<file path="src/hdl/sle_pkg.sv">
// shared constants and types for the sequential list engine
package sle_pkg;

  localparam int CAPACITY = 128;
  localparam int IDX_W    = (CAPACITY > 1) ? $clog2(CAPACITY) : 1;
  localparam int CNT_W    = $clog2(CAPACITY + 1);
  localparam int CMP_W    = ((CNT_W > 8) ? CNT_W : 8) + 1;

  typedef enum logic [2:0] {
    OP_INSERT = 3'd0,
    OP_DELETE = 3'd1,
    OP_GET    = 3'd2,
    OP_LOCATE = 3'd3,
    OP_PRIOR  = 3'd4,
    OP_NEXT   = 3'd5,
    OP_CLEAR  = 3'd6
  } op_t;

  typedef enum logic [1:0] {
    ST_OK       = 2'd0,
    ST_BADPOS   = 2'd1,
    ST_NOTFOUND = 2'd2,
    ST_NONEIGH  = 2'd3
  } st_t;

  typedef enum logic [1:0] {
    S_IDLE,
    S_RUN,
    S_DONE
  } sle_state_t;

endpackage

</file>
<file path="src/hdl/sequential_list_engine.sv">
// ordered list of signed 32-bit words in a single-port-read memory with a length counter
//
// One input word is taken at a time; the block stalls its input until the result is
// placed in the output register. The list lives in a CAPACITY x 32 memory with one
// write and one registered read per cycle, and every walk moves one entry per cycle.
// Rejected items, clear, and locate, prior or next on an empty list skip the walk;
// get reads one entry; insert and delete walk from the position to the end of the
// list; locate and prior stop at the first match, next also reads the entry after
// it, and an absent key walks the whole list. While a result waits and the output
// is stalled, the block holds in its done state. The output register lets the next
// item start while a result still waits to be taken.
// No clearing pass runs after reset: the length counter alone marks which entries
// hold data.
module sequential_list_engine (
  input  logic               clk,
  input  logic               rst_n,
  input  logic               in_valid,
  output logic               in_stall,
  input  logic [2:0]         in_opcode,
  input  logic [7:0]         in_position,
  input  logic signed [31:0] in_value,
  output logic               out_valid,
  input  logic               out_stall,
  output logic [1:0]         out_status,
  output logic signed [31:0] out_data_out,
  output logic [7:0]         out_found_position,
  output logic [7:0]         out_length,
  output logic               out_is_empty
);
  import sle_pkg::*;

  sle_state_t       state_r, state_nxt;
  op_t              op_r, op_nxt;
  logic [31:0]      key_r, key_nxt;
  logic [CNT_W-1:0] cnt_r, cnt_nxt;
  logic [CNT_W-1:0] first_r, first_nxt;
  logic [CNT_W-1:0] last_r, last_nxt;
  logic [CNT_W-1:0] rd_ptr_r, rd_ptr_nxt;
  logic             rd_go_r, rd_go_nxt;
  logic             rd_v_r, rd_v_nxt;
  logic [CNT_W-1:0] s_idx_r, s_idx_nxt;
  logic [31:0]      carry_r, carry_nxt;
  logic [31:0]      prev_r, prev_nxt;
  logic             grab_r, grab_nxt;
  st_t              res_st_r, res_st_nxt;
  logic [31:0]      res_data_r, res_data_nxt;
  logic [CNT_W-1:0] res_fpos_r, res_fpos_nxt;

  logic             out_valid_r, out_valid_nxt;
  logic [1:0]       out_status_r;
  logic [31:0]      out_data_r;
  logic [7:0]       out_fpos_r;
  logic [7:0]       out_len_r;
  logic             out_empty_r;

  logic [31:0]      mem [CAPACITY];
  logic [31:0]      mem_q_r;
  logic             mem_we;
  logic [IDX_W-1:0] mem_wa;
  logic [31:0]      mem_wd;
  logic             rd_en;

  logic             accept;
  logic             start_run;
  logic             fin;
  logic             out_free;
  logic [CMP_W-1:0] pos_c;
  logic [CMP_W-1:0] cnt_c;
  logic [CNT_W-1:0] pos_m1;
  logic [CNT_W-1:0] cnt_m1;
  logic [CNT_W-1:0] s_dec;

  assign in_stall = (state_r != S_IDLE);
  assign accept   = in_valid && !in_stall;
  assign out_free = !out_valid_r || !out_stall;
  assign pos_c    = CMP_W'(in_position);
  assign cnt_c    = CMP_W'(cnt_r);
  assign pos_m1   = CNT_W'(pos_c - CMP_W'(1));
  assign cnt_m1   = cnt_r - CNT_W'(1);
  assign s_dec    = s_idx_r - CNT_W'(1);

  // next state
  always_comb begin
    state_nxt = state_r;
    unique case (state_r)
      S_IDLE: begin
        if (accept) begin
          state_nxt = start_run ? S_RUN : S_DONE;
        end
      end
      S_RUN: begin
        if (fin) begin
          state_nxt = S_DONE;
        end
      end
      S_DONE: begin
        if (out_free) begin
          state_nxt = S_IDLE;
        end
      end
      default: state_nxt = S_IDLE;
    endcase
  end

  // datapath and memory control
  always_comb begin
    op_nxt       = op_r;
    key_nxt      = key_r;
    cnt_nxt      = cnt_r;
    first_nxt    = first_r;
    last_nxt     = last_r;
    rd_ptr_nxt   = rd_ptr_r;
    rd_go_nxt    = rd_go_r;
    rd_v_nxt     = rd_v_r;
    s_idx_nxt    = s_idx_r;
    carry_nxt    = carry_r;
    prev_nxt     = prev_r;
    grab_nxt     = grab_r;
    res_st_nxt   = res_st_r;
    res_data_nxt = res_data_r;
    res_fpos_nxt = res_fpos_r;
    mem_we       = 1'b0;
    mem_wa       = s_idx_r[IDX_W-1:0];
    mem_wd       = carry_r;
    rd_en        = 1'b0;
    start_run    = 1'b0;
    fin          = 1'b0;

    if (state_r == S_IDLE && accept) begin
      op_nxt       = op_t'(in_opcode);
      key_nxt      = in_value;
      res_st_nxt   = ST_OK;
      res_data_nxt = '0;
      res_fpos_nxt = '0;
      grab_nxt     = 1'b0;
      rd_v_nxt     = 1'b0;
      rd_go_nxt    = 1'b0;
      carry_nxt    = in_value;
      unique case (op_t'(in_opcode))
        OP_INSERT: begin
          if (pos_c == '0 || pos_c > cnt_c + CMP_W'(1) || cnt_c >= CMP_W'(CAPACITY)) begin
            res_st_nxt = ST_BADPOS;
          end else begin
            rd_ptr_nxt = pos_m1;
            last_nxt   = cnt_r;
            rd_go_nxt  = 1'b1;
            start_run  = 1'b1;
          end
        end
        OP_DELETE, OP_GET: begin
          if (pos_c == '0 || pos_c > cnt_c) begin
            res_st_nxt = ST_BADPOS;
          end else begin
            rd_ptr_nxt = pos_m1;
            first_nxt  = pos_m1;
            last_nxt   = (op_t'(in_opcode) == OP_DELETE) ? cnt_m1 : pos_m1;
            rd_go_nxt  = 1'b1;
            start_run  = 1'b1;
          end
        end
        OP_LOCATE, OP_PRIOR, OP_NEXT: begin
          if (cnt_r == '0) begin
            res_st_nxt = ST_NOTFOUND;
          end else begin
            rd_ptr_nxt = '0;
            last_nxt   = cnt_m1;
            rd_go_nxt  = 1'b1;
            start_run  = 1'b1;
          end
        end
        OP_CLEAR: begin
          cnt_nxt = '0;
        end
        default: begin
          res_st_nxt = ST_BADPOS;
        end
      endcase
    end else if (state_r == S_RUN) begin
      // read issue
      if (rd_go_r) begin
        rd_en     = 1'b1;
        rd_v_nxt  = 1'b1;
        s_idx_nxt = rd_ptr_r;
        if (rd_ptr_r == last_r) begin
          rd_go_nxt = 1'b0;
        end else begin
          rd_ptr_nxt = rd_ptr_r + CNT_W'(1);
        end
      end else begin
        rd_v_nxt = 1'b0;
      end
      // read data returns
      if (rd_v_r) begin
        unique case (op_r)
          OP_INSERT: begin
            mem_we    = 1'b1;
            mem_wa    = s_idx_r[IDX_W-1:0];
            mem_wd    = carry_r;
            carry_nxt = mem_q_r;
            if (s_idx_r == last_r) begin
              cnt_nxt = cnt_r + CNT_W'(1);
              fin     = 1'b1;
            end
          end
          OP_DELETE: begin
            if (s_idx_r == first_r) begin
              res_data_nxt = mem_q_r;
            end else begin
              mem_we = 1'b1;
              mem_wa = s_dec[IDX_W-1:0];
              mem_wd = mem_q_r;
            end
            if (s_idx_r == last_r) begin
              cnt_nxt = cnt_m1;
              fin     = 1'b1;
            end
          end
          OP_GET: begin
            res_data_nxt = mem_q_r;
            fin          = 1'b1;
          end
          OP_LOCATE, OP_PRIOR, OP_NEXT: begin
            if (grab_r) begin
              res_data_nxt = mem_q_r;
              fin          = 1'b1;
            end else if (mem_q_r == key_r) begin
              if (op_r == OP_LOCATE) begin
                res_fpos_nxt = s_idx_r + CNT_W'(1);
                fin          = 1'b1;
              end else if (op_r == OP_PRIOR) begin
                if (s_idx_r == '0) begin
                  res_st_nxt = ST_NONEIGH;
                end else begin
                  res_data_nxt = prev_r;
                end
                fin = 1'b1;
              end else begin
                if (s_idx_r == last_r) begin
                  res_st_nxt = ST_NONEIGH;
                  fin        = 1'b1;
                end else begin
                  grab_nxt  = 1'b1;
                  rd_go_nxt = 1'b0;
                end
              end
            end else begin
              prev_nxt = mem_q_r;
              if (s_idx_r == last_r) begin
                res_st_nxt = ST_NOTFOUND;
                fin        = 1'b1;
              end
            end
          end
          default: begin
            fin = 1'b1;
          end
        endcase
        if (fin) begin
          rd_go_nxt = 1'b0;
          rd_v_nxt  = 1'b0;
        end
      end
    end
  end

  // output register control
  always_comb begin
    out_valid_nxt = out_valid_r;
    if (state_r == S_DONE && out_free) begin
      out_valid_nxt = 1'b1;
    end else if (out_valid_r && !out_stall) begin
      out_valid_nxt = 1'b0;
    end
  end

  always_ff @(posedge clk) begin
    if (mem_we) begin
      mem[mem_wa] <= mem_wd;
    end
    if (rd_en) begin
      mem_q_r <= mem[rd_ptr_r[IDX_W-1:0]];
    end
  end

  always_ff @(posedge clk) begin
    if (!rst_n) begin
      state_r     <= S_IDLE;
      cnt_r       <= '0;
      rd_go_r     <= 1'b0;
      rd_v_r      <= 1'b0;
      grab_r      <= 1'b0;
      out_valid_r <= 1'b0;
    end else begin
      state_r     <= state_nxt;
      cnt_r       <= cnt_nxt;
      rd_go_r     <= rd_go_nxt;
      rd_v_r      <= rd_v_nxt;
      grab_r      <= grab_nxt;
      out_valid_r <= out_valid_nxt;
    end
  end

  always_ff @(posedge clk) begin
    op_r       <= op_nxt;
    key_r      <= key_nxt;
    first_r    <= first_nxt;
    last_r     <= last_nxt;
    rd_ptr_r   <= rd_ptr_nxt;
    s_idx_r    <= s_idx_nxt;
    carry_r    <= carry_nxt;
    prev_r     <= prev_nxt;
    res_st_r   <= res_st_nxt;
    res_data_r <= res_data_nxt;
    res_fpos_r <= res_fpos_nxt;
    if (state_r == S_DONE && out_free) begin
      out_status_r <= res_st_r;
      out_data_r   <= (res_st_r == ST_OK) ? res_data_r : '0;
      out_fpos_r   <= 8'(res_fpos_r);
      out_len_r    <= 8'(cnt_r);
      out_empty_r  <= (cnt_r == '0);
    end
  end

  assign out_valid          = out_valid_r;
  assign out_status         = out_status_r;
  assign out_data_out       = out_data_r;
  assign out_found_position = out_fpos_r;
  assign out_length         = out_len_r;
  assign out_is_empty       = out_empty_r;

endmodule
</file>
<file path="config.mk">
export PLATFORM = sky130hd
export DESIGN_NAME = sequential_list_engine
export DESIGN_NICKNAME = d
export VERILOG_FILES = /design/src/hdl/sle_pkg.sv /design/src/hdl/sequential_list_engine.sv
export SDC_FILE = /design/constraint.sdc
export NUM_CORES = 2
export LEC_CHECK = 0
export ABC_CLOCK_PERIOD_IN_PS = 3900
export CAP_MARGIN = 30
export CORE_MARGIN = 10
export CORE_UTILIZATION = 57
export CTS_CLUSTER_DIAMETER = 60
export DETAILED_ROUTE_END_ITERATION = 12
export DONT_BUFFER_PORTS = 1
export PLACE_DENSITY = 0.75
export SYNTH_ARGS = -nofsm -noshare
export SYNTH_HDL_FRONTEND = slang
export SYNTH_SLANG_ARGS = --single-unit
</file>
<file path="constraint.sdc">
create_clock -name clk -period 3.9 [get_ports clk]
set_input_delay 0.975 -clock clk [delete_from_list [all_inputs] [get_ports clk]]
set_output_delay 0.975 -clock clk [all_outputs]
set_load 0.05 [all_outputs]
</file>
; After elaboration in Yosys (flattened, before gate mapping)
; Memories as Yosys holds them, arrays and structs flattened. A register that Yosys moved wholly into a read port is not among the register bits.
; Index checks and enable logic that the tools add are counted.
[totals]
register_bits = 238
latch_bits = 0
ramBits = 4096
romBits = 0
in_bits = 47
out_inout_bits = 53
word_cells = 233
memories = 1
[mem_list]
columns = name, depth, word_bits, rd, rd_clocked_by_memory_dff, write_ports, line
row1 = mem, 128, 32, 1, 1, 1, sequential_list_engine.sv:56  ; logic [31:0] mem [CAPACITY];
[op_classes]
add_sub_neg = 7
mul = 0
div = 0
n_lt_le_gt_ge = 3
eq_ne = 39
shifts = 0
n_mux = 109
n_bitwise = 5
reduce_logical = 47
[ops]
columns = op, n
row1 = two-way mux 32 bit, 15
row2 = two-way mux 8 bit, 17
row3 = case mux 32 bit (3 select lines), 1
row4 = case mux 8 bit (3 select lines), 2
row5 = two-way mux 1 bit, 47
row6 = two-way mux 7 bit, 5
row7 = equality test 32 bit, 1
row8 = two-way mux 2 bit, 16
row9 = "inequality test 3 bit, second input constant", 10
row10 = "adder 8 x 1 -> 8 bit, second input constant", 3
row11 = equality test 8 bit, 3
row12 = AND reduction 6 bit, 3
row13 = zero test 8 bit, 2
row14 = "inequality test 2 bit, second input constant", 8
row15 = case mux 8 bit (2 select lines), 1
row16 = AND reduction 8 bit, 2
row17 = "subtractor 8 x 1 -> 8 bit, second input constant", 2
row18 = "equality test 3 bit, second input constant", 5
row19 = AND reduction 3 bit, 5
row20 = nonzero test 2 bit, 7
row21 = "equality test 3 x 2 -> 1 bit, second input constant", 4
row22 = nonzero test 3 bit, 4
row23 = "adder 8 x 1 -> 9 bit, second input constant", 1
row24 = greater-than comparator 8 x 9 -> 1 bit, 1
row25 = 25 further kinds, 45

; Longest topological paths before layout
[logic_depth]
ltp_word = 15
ltp_mapped = 12
mapped_depth_nobuf = 10

; Worst setup path after synthesis
; No wires, ideal clock.
[synth_timing]
kind = reg2reg
startpoint = register s_idx_r[0]
endpoint = memory mem[126][0], enable pin
setup_time_ns = 0.421
arrival_time_ns = 3.767
t_required_ns = 3.479
setup_slack_ns = -0.288
path_stages_with_launch = 10
n_path_buf = 1
synth_period_minus_slack_ns = 4.188
path_cell_list = edfxtp_1 clkbuf_1 inv_1 ha_1 or3b_1 or3_1 a21o_1 mux2i_2 o21ai_1 nor2_1
[synth_between]
elab_cells_between_ends = 14
classes_between = 1 x add/sub / 1 x eq/ne / 12 x mux
[synth_rtl]
columns = element, line
row1 = "start, declared", sequential_list_engine.sv:41  ; logic [CNT_W-1:0] s_idx_r, s_idx_nxt;
row2 = "start signal, assigned", sequential_list_engine.sv:309  ; s_idx_r <= s_idx_nxt;
row3 = subtractor 7 x 1 -> 7 bit, sequential_list_engine.sv:80  ; assign s_dec = s_idx_r - CNT_W'(1);
row4 = via s_dec[0], sequential_list_engine.sv:71  ; logic [CNT_W-1:0] s_dec;
row5 = two-way mux 7 bit, sequential_list_engine.sv:206  ; if (s_idx_r == first_r) begin
row6 = two-way mux 7 bit, sequential_list_engine.sv:194  ; unique case (op_r)
row7 = two-way mux 7 bit, sequential_list_engine.sv:193  ; if (rd_v_r) begin
row8 = two-way mux 7 bit, sequential_list_engine.sv:178  ; end else if (state_r == S_RUN) begin
row9 = two-way mux 7 bit, sequential_list_engine.sv:129  ; if (state_r == S_IDLE && accept) begin
row10 = "end, declared", sequential_list_engine.sv:56
; The timed path passes the listed nets, and every way through them passes these cells.

==> out/results.tsv <==
metric	value	unit
final_common_cell	edfxtp_1	
syn_area	171600	µm²
layout.nets	9488	
vias_per_cell	6.950	
finClkSkew	78.60	ps
slew_headroom	0.2665	
wire_per_inst	36.29	µm
syn_avg_cell_area	19.60	µm²
cp.arrival	4730	ps
worstRegToRegCells	9	
antenna_found_initial	26	
area_growth	15.22	%
ant_nets	0	
grt_use_total	0.3020	
fin_ws	-5.985	ps
crit_path_start_kind	flip-flop	
first_pass_iters	7	
numCtsBuffers	425	
clk_pin_slew_worst_paths	70	ps
dieArea	323400	µm²
slew_viol_final	0	
fin_tns_setup	-10.54	ps
synthDistinctLibCells	90	
row_count	201	
first_global_vias	93312	
grt_max_degree	129	
rsz0062_at_grt	yes	
grt.overflow.total	0	
die_h	568.7	µm
wl_met2	223.3	mm
drive_above_1_share	0.2332	
io_buffer_count	0	
drt_iter0_drc	16024	
seq_area_frac_synth	0.7609	
initial_core_util	0.5724	
ir_drop	0.4403	mV
failed_checks	negative setup slack	
whs_path_depth	0	
endpoint_kind	flip-flop	
outcome	finished, violations left	
hp-start	in_value[10]	
final_hold_viol_count	0	
clkLatencyLatePin	990	ps
wl_met3	74.05	mm
holdBufCountCts	0	
finalSetupViolCount	2	
worst_pin_slew	1090	ps
crit_type	reg2reg	
yosys_most_used_dff	edfxtp_1	
whs_endpoint	key_r[10]	
cts.sinks	4366	
die-width	568.7	µm
cp.required	4720	ps
timing.rr.start	rd_ptr_r[0]	
power_leakage	64.35	nW
vias	95423	
yosysWarningCount	0	
r2r-end	mem_q_r[27]	
core	299800	µm²
syn_inst	8756	
ys_ff_latch	4366	
synthesis.nets	8827	
fin_crit	3906	ps
max_cap_viol_count	0	
hp-class	in2reg	
post-place-ws	-194.6	ps
grt_pass1_wl	704.5	mm
synth-async-reset-ratio	0	
m1WireLength	172.2	mm
hpwlAfterDp	309.9	mm
root_buffer	clkbuf_16	
cts_tree	built	
critical_path.max_fanout	52	
gp_congestion	0.9725	
reg2reg_slack	-6	ps
cts_buffer_depth	4	
htree_levels	5	
drt-total-wl	498.2	mm
max_freq	0.2560	GHz
p_per_area	519.0	nW/µm²
period_share	1.002	
final_cell_mix	edfxtp_1 (4,312), mux2i_1 (772), mux4_2 (639)	
highest_layer	met5	
io_pins	100	
synth_edf_count	4312	
drc	0	
power breakdown:
part / switching [W] / internal, W / total (W)
combinational: 0.00567 / 0.00258 / 0.00825
sequential: 0.000182 / 0.0524 / 0.0525
clock: 0.0178 / 0.0241 / 0.0418
cells in the mapped netlist (15+ instances only):
cell      count  share of area
nand4_1      37         0.0013
nand2b_1     16        0.00058
buf_2       129         0.0038
buf_4        19        0.00083
nor4_1       37         0.0013
o211ai_1     33         0.0014
a211oi_1     36         0.0016
nor3_1      134         0.0039
a21oi_1     208         0.0061
nand2_1     403         0.0088
ha_1         24         0.0018
o221ai_1    259          0.013
o22ai_1     196         0.0071
buf_12       26         0.0030
o21ai_0     118         0.0034
dfxtp_1      54         0.0063
nand3_1      54         0.0016
edfxtp_1   4312           0.75
a31oi_1      52         0.0019
buf_1        39        0.00085
a32oi_1      24         0.0012
mux2i_1     772          0.045
and2_1       59         0.0022
mux2_2       47         0.0031
buf_6        85         0.0056
clkbuf_1    184         0.0040
and3_1       44         0.0016
o21ai_1      15        0.00044
inv_1        35        0.00077
a221o_1      36         0.0021
mux4_2      639          0.084
buf_8        34         0.0030
xnor2_1      79         0.0040
nor2_1      275         0.0060
stage by stage:
| stage | total power [W] | utilization | hold slack, ps | std cells | area, µm² |
|---|---|---|---|---|---|
| 3_5_place_dp | 0.06145 | 0.6116 | 441.9 | 12941 | 183400 |
| 4_1_cts | 0.1025 | 0.6592 | 47.29 | 13722 | 197600 |
| 6_report | 0.1026 | 0.6595 | 95.37 | 13730 | 197700 |
| 2_1_floorplan | 0.05802 | - | 406.4 | 8756 | 171600 |
| 3_3_place_gp | 0.06122 | 0.6103 | 436.4 | 12919 | 183000 |
| 5_1_grt | 0.1047 | 0.6595 | 72.39 | 13727 | 197700 |
per-layer routing:
metal  GRT usage  vias up
met3     0.09572     1239
met4      0.1397       16
met5           0        -
li1            -    37594
met2      0.4506     7656
met1      0.4105    48918
worst max-delay path, cell delays in order (launching register included):
cell,delay [ps]
edfxtp_1,440
buf_12,280
buf_4,230
buf_12,360
mux2i_1,150
o221ai_1,410
a31oi_1,300
a22oi_2,830
nand4_1,470
nor3_1,250
sequential cells by signal, indices dropped and copies added, names as in the netlist, 2 cells and up:
| name | cells |
|---|---|
| s_idx_r | 8 |
| mem | 4096 |
| res_fpos_r | 8 |
| first_r | 8 |
| res_st_r | 2 |
| op_r | 3 |
| out_data_out | 32 |
| last_r | 8 |
| mem_q_r | 32 |
| state_r | 2 |
| cnt_r | 8 |
| prev_r | 32 |
| out_found_position | 8 |
| out_status | 2 |
| out_length | 8 |
| rd_ptr_r | 8 |
| carry_r | 32 |
| res_data_r | 32 |
| key_r | 32 |
cell type report:
type | instances | area, µm²
Inverter | 37 | 153.9
Clock inverter | 265 | 3075
Clock buffer | 513 | 11130
Tap cell | 3958 | 4952
Antenna cell | 4 | 10.01
Timing Repair Buffer | 749 | 9180
Sequential cell | 4366 | 130600
Fill cell | 18637 | 102100
Multi-Input combinational cell | 3838 | 38630
worst max-delay path by stage:
stage / start / depth (start not counted) / endpoint
after floorplan: s_idx_r[0] / 9 / mem[126][0]
final: rd_ptr_r[0] / 9 / mem_q_r[27]
after CTS: rd_ptr_r[0] / 11 / mem_q_r[0]
after detailed placement: rd_ptr_r[2] / 8 / mem_q_r[27]
after global routing: op_r[2] / 8 / mem[34][15]
after global placement: s_idx_r[1] / 9 / mem[122][0]
kinds of logic (layout without fill, tap and decap cells):
kind of cell	count (synthesis)	count (layout)	synth area share
buffers and inverters	553	1564	0.02187
AO/OA/AOI/OAI	1131	1131	0.04673
multiplexers	1474	1474	0.1343
XOR/XNOR	89	89	0.004543
flip-flops	4366	4366	0.7609
other	0	4	0
adder cells (fa/ha/maj)	24	24	0.001750
AND/OR/NAND/NOR	1119	1120	0.02987
repair_timing:
item | CTS | global route
resized for setup | 1 | 8
pin swaps | 1 | 3
endpoints found under the setup margin | 22 | 143
hold endpoints to repair | 0 | 0
gates cloned | 0 | 1
buffers inserted | 3 | 0
(Power assumes the default switching activity.)
